### src/rtl/assert_macros.svh
// assertion macros for the complex arithmetic unit
// used by the top level only
`ifndef ASSERT_MACROS_SVH
`define ASSERT_MACROS_SVH
// clocked check, disabled while reset is asserted
`define CAU_ASSERT(label, clk, rst_n, prop, msg) \
    label: assert property (@(posedge clk) disable iff (!rst_n) (prop)) else $error(msg);
// implication checked on every clock edge
`define CAU_ASSERT_IMP(label, clk, rst_n, ante, cons, msg) \
    label: assert property (@(posedge clk) disable iff (!rst_n) (ante) |-> (cons)) \
        else $error(msg);
`endif

### src/rtl/cau_pkg.sv
// shared types and codes for the complex arithmetic unit
// no dependencies
package cau_pkg;

    // operation codes
    typedef enum logic [2:0] {
        OP_ADD = 3'd0,
        OP_SUB = 3'd1,
        OP_MUL = 3'd2,
        OP_DIV = 3'd3,
        OP_NEG = 3'd4
    } t_op;

    // control that travels with each item down the pipeline
    typedef struct packed {
        logic valid;
        logic is_div;
        logic div_zero;
        logic ov;
        logic neg_re;
        logic neg_im;
        logic big_re;
        logic big_im;
    } t_ctl;

endpackage

### src/rtl/cau_div_step.sv
// one restoring division step for both result parts, registered
// depends on cau_pkg
module cau_div_step import cau_pkg::*; #(
    parameter int W     = 32,
    parameter int CW    = 112,
    parameter int SHIFT = 0
) (
    input  logic            i_clk,
    input  logic            i_rst_n,
    input  t_ctl            i_ctl,
    input  logic [W-1:0]    i_re,
    input  logic [W-1:0]    i_im,
    input  logic [CW-1:0]   i_rem_re,
    input  logic [CW-1:0]   i_rem_im,
    input  logic [W-1:0]    i_q_re,
    input  logic [W-1:0]    i_q_im,
    input  logic [2*W-1:0]  i_den,
    output t_ctl            o_ctl,
    output logic [W-1:0]    o_re,
    output logic [W-1:0]    o_im,
    output logic [CW-1:0]   o_rem_re,
    output logic [CW-1:0]   o_rem_im,
    output logic [W-1:0]    o_q_re,
    output logic [W-1:0]    o_q_im,
    output logic [2*W-1:0]  o_den
);

    logic [CW-1:0] d_sh;
    logic          ge_re, ge_im;

    // shifted divisor and trial compares
    assign d_sh  = CW'(i_den) << SHIFT;
    assign ge_re = (i_rem_re >= d_sh);
    assign ge_im = (i_rem_im >= d_sh);

    always_ff @(posedge i_clk) begin
        if (!i_rst_n) begin
            o_ctl <= '0;
        end else begin
            o_ctl <= i_ctl;
        end
        o_re     <= i_re;
        o_im     <= i_im;
        o_den    <= i_den;
        o_rem_re <= ge_re ? i_rem_re - d_sh : i_rem_re;
        o_rem_im <= ge_im ? i_rem_im - d_sh : i_rem_im;
        o_q_re   <= {i_q_re[W-2:0], ge_re};
        o_q_im   <= {i_q_im[W-2:0], ge_im};
    end

endmodule
### config.mk
export PLATFORM = sky130hd
export DESIGN_NAME = cau_div_step
export DESIGN_NICKNAME = d
export VERILOG_FILES = /design/src/rtl/assert_macros.svh /design/src/rtl/cau_pkg.sv /design/src/rtl/cau_div_step.sv
export SDC_FILE = /design/constraint.sdc
export NUM_CORES = 1
export LEC_CHECK = 0
export BUFFER_PORTS_ARGS = -buffer_cell sky130_fd_sc_hd__buf_4
export CAP_MARGIN = 20
export CORE_AREA = 2 2 331 333
export DETAILED_ROUTE_END_ITERATION = 12
export DIE_AREA = 0 0 333 335
export PLACE_DENSITY = 0.43
export SLEW_MARGIN = 20
export SYNTH_ARGS = -nofsm -noshare
export SYNTH_HDL_FRONTEND = slang
export SYNTH_SLANG_ARGS = --single-unit
export TNS_END_PERCENT = 20
### constraint.sdc
create_clock -name i_clk -period 8.9 [get_ports i_clk]
set_input_delay 0.445 -clock i_clk [delete_from_list [all_inputs] [get_ports i_clk]]
set_output_delay 0.445 -clock i_clk [all_outputs]
set_load 0.1 [all_outputs]
==> qor.txt <==
yosys warns: 0
worst path cell trace: dlygate4sd3_1 > buf_4 > ha_1 > fa_1 > nand2b_1 > a21o_1 > a21oi_1 > nand4_1 > a221oi_1 > nor2_1 > a211oi_2 > nor2_8 > clkinv_2 > buf_4 > nor2_1 > a21oi_1
Max clock buf depth: 3
DPL Wire Length: 106,000 um
clock sinks: 424
Slew HR: 0.239
Final Setup Violations: 0
Post-Syn Instances: 2,523
Post-synth EDFFs: 0
largest cells by area after synthesis: dfxtp_1 40%, ha_1 7.5%, a21oi_1 7.0%, xor2_1 4.6%, nor2_1 4.4%
Synth cell types: 79
I/O Buffers: 847
FMAX: 171 MHz
Worst VDD drop: 171 uV
final worst slack: 3.06 ns
Final min period: 5.84 ns
largest net degree at the start of global routing: 90
vias post-DR: 23,600
Power Density: 226 mW/mm^2
WL per Instance: 24.9 um
DR vias/cell: 4.63
Total Routing Usage GR: 0.217
num ports: 850
Mean Syn Cell Area: 8.45 sq um
max incr delay on CP: 0.87 ns
gpl congestion: 0.949
core box area: 0.108 sq mm
H-tree depth: 2
setup TNS: 0 ns
CTS Buf Count: 55
top-count cell post-synth: dfxtp_1
Die Height: 335 um
DR DRC count: 0
MaxCap Viol Count: 0
ys async rst share: 0
first-pass GRT wire length: 174,000 um
Max Slew Vio Count: 0
Post-CTS Setup Bufs: 0
DRT Pass-1 Iters: 5
unrepaired setup endpoints after global routing: no
clock tree from TritonCTS: built
Initial DRC Count: 1,564
initial antenna violation count: 30
layout cells sized above 1: 0.272
Top FF cell, synth: dfxtp_1
DP Worst Slack: 2.92 ns
post-synthesis register bit count: 424
Layout Area Growth over Synthesis: 59.5%
CP required: 9.43 ns
Worst Hold Class: input pin to register
Commonest cells post-synth: 424 x dfxtp_1, 297 x a21oi_1, 247 x nor2_1, 196 x nand2_1, 128 x ha_1
sequential area share after synthesis: 0.398
Final period util: 0.657
Post-Route WL: 127,000 um
CP max-delay cell: a211oi_2
Final ANT Viol Nets: 0
CTS clk-pin slew, worst paths: 0.06 ns
Die Area: 0.112 sq mm
vias in the first global route: 23,400
Worst setup SP type: input pin
WS Path Type: input pin to register
Initial Utilization: 0.197
Critical Path Fanout Max: 60
Die X: 333 um
Synth Cell Area: 0.0213 sq mm
nets: 4,182
Tot Pwr: 7.70 mW
remaining global-route overflow: 0
Static Leakage: 14.9 nW
critical path data arrival time: 6.37 ns
Least-Margin Pin Slew: 1.13 ns
crit path capture type: register
Yosys top cell by area: dfxtp_1
Yosys top cell area share: 0.398
final hold vios: 0
CTS Root Cell: clkbuf_16
status: completed
Cell Rows: 121
Post-Syn Nets: 3,079
==> per-stage QoR <==
step                      cells  hold slack [ns]  area [sq um]   util
after floorplan            2523            0.473         21300      -
after global placement     4678            0.549         29000  0.268
after detailed placement   4678            0.551         29000  0.268
after CTS                  5086        0.0000381         34000  0.314
after global routing       5087           0.0209         34000  0.314
final                      5093           0.0532         34000  0.315
==> report_power, final <==
group          switching, mW  internal (mW)  leakage (nW)
clock network           1.01           1.35         0.931
logic                   2.38          0.784          10.4
registers             0.0670           2.11          3.58
==> worst paths after layout <==
path | from | to | cells past startpoint
hold / removal | i_rem_im[19] | o_rem_im[19] | 3
setup / recovery | i_den[0] | o_rem_im[15] | 16
==> cells in the final DEF, fill, tap and decap left out, types with 38 or more instances in the layout <==
cell           count
buf_4            855
dfxtp_1          424
dlygate4sd3_1    305
a21oi_1          297
nor2_1           247
nand2_1          195
ha_1             128
o21ai_0          119
xor2_1           112
inv_1            105
xnor2_1          103
nand4_1           74
nor3_1            70
clkbuf_16         55
nor4_1            46
a21o_1            44
nand3_1           43
or3_1             38
o21bai_1          38
==> logic make-up after synthesis <==
group	synth area share
XOR/XNOR	0.0884
adder cells (fa/ha/maj)	0.0770
flip-flops	0.398
AND/OR/NAND/NOR	0.201
buffers and inverters	0.0423
multiplexers	0.00522
AO/OA/AOI/OAI	0.188
==> layout make-up <==
| type | instances | area [sq um] |
|---|---|---|
| Inverter | 106 | 399 |
| Tap cell | 1414 | 1770 |
| Sequential cell | 424 | 8490 |
| Multi-Input combinational cell | 1879 | 11900 |
| Clock inverter | 32 | 344 |
| Timing Repair Buffer | 1160 | 9470 |
| Antenna cell | 7 | 17.5 |
| Fill cell | 11500 | 74100 |
| Clock buffer | 71 | 1580 |
==> state kept, by name (all words and copies together) (netlist names) <==
signal,count
o_rem_im,112
o_rem_re,112
o_im,32
o_den,64
o_q_im,32
o_q_re,32
o_ctl,8
o_re,32
==> worst max-delay path, delay by kind of cell <==
kind                       cells  cell delay (ns)
and+or+nand+nor                5             0.96
buffers and inverters          4             1.94
adders and majority gates      2             0.66
AOI/OAI and AO/OA              5             2.30
==> per-layer routing <==
metal / track usage / vias up / part of all wire
li1: - / 11200 / -
met1: 0.251 / 11200 / 0.39
met2: 0.373 / 997 / 0.48
met3: 0.0753 / 180 / 0.096
met4: 0.0695 / 38 / 0.033
met5: 0 / - / 0.0019
==> timing repair <==
| action | 4_1_cts | 5_1_grt |
|---|---|---|
| hold buffers | 305 | 0 |
| endpoints found under the setup margin | 0 | 0 |
| gates resized for setup | 0 | 0 |
| endpoints found under the hold margin | 305 | 0 |
Note: power is estimated with default switching activity, not from simulation.
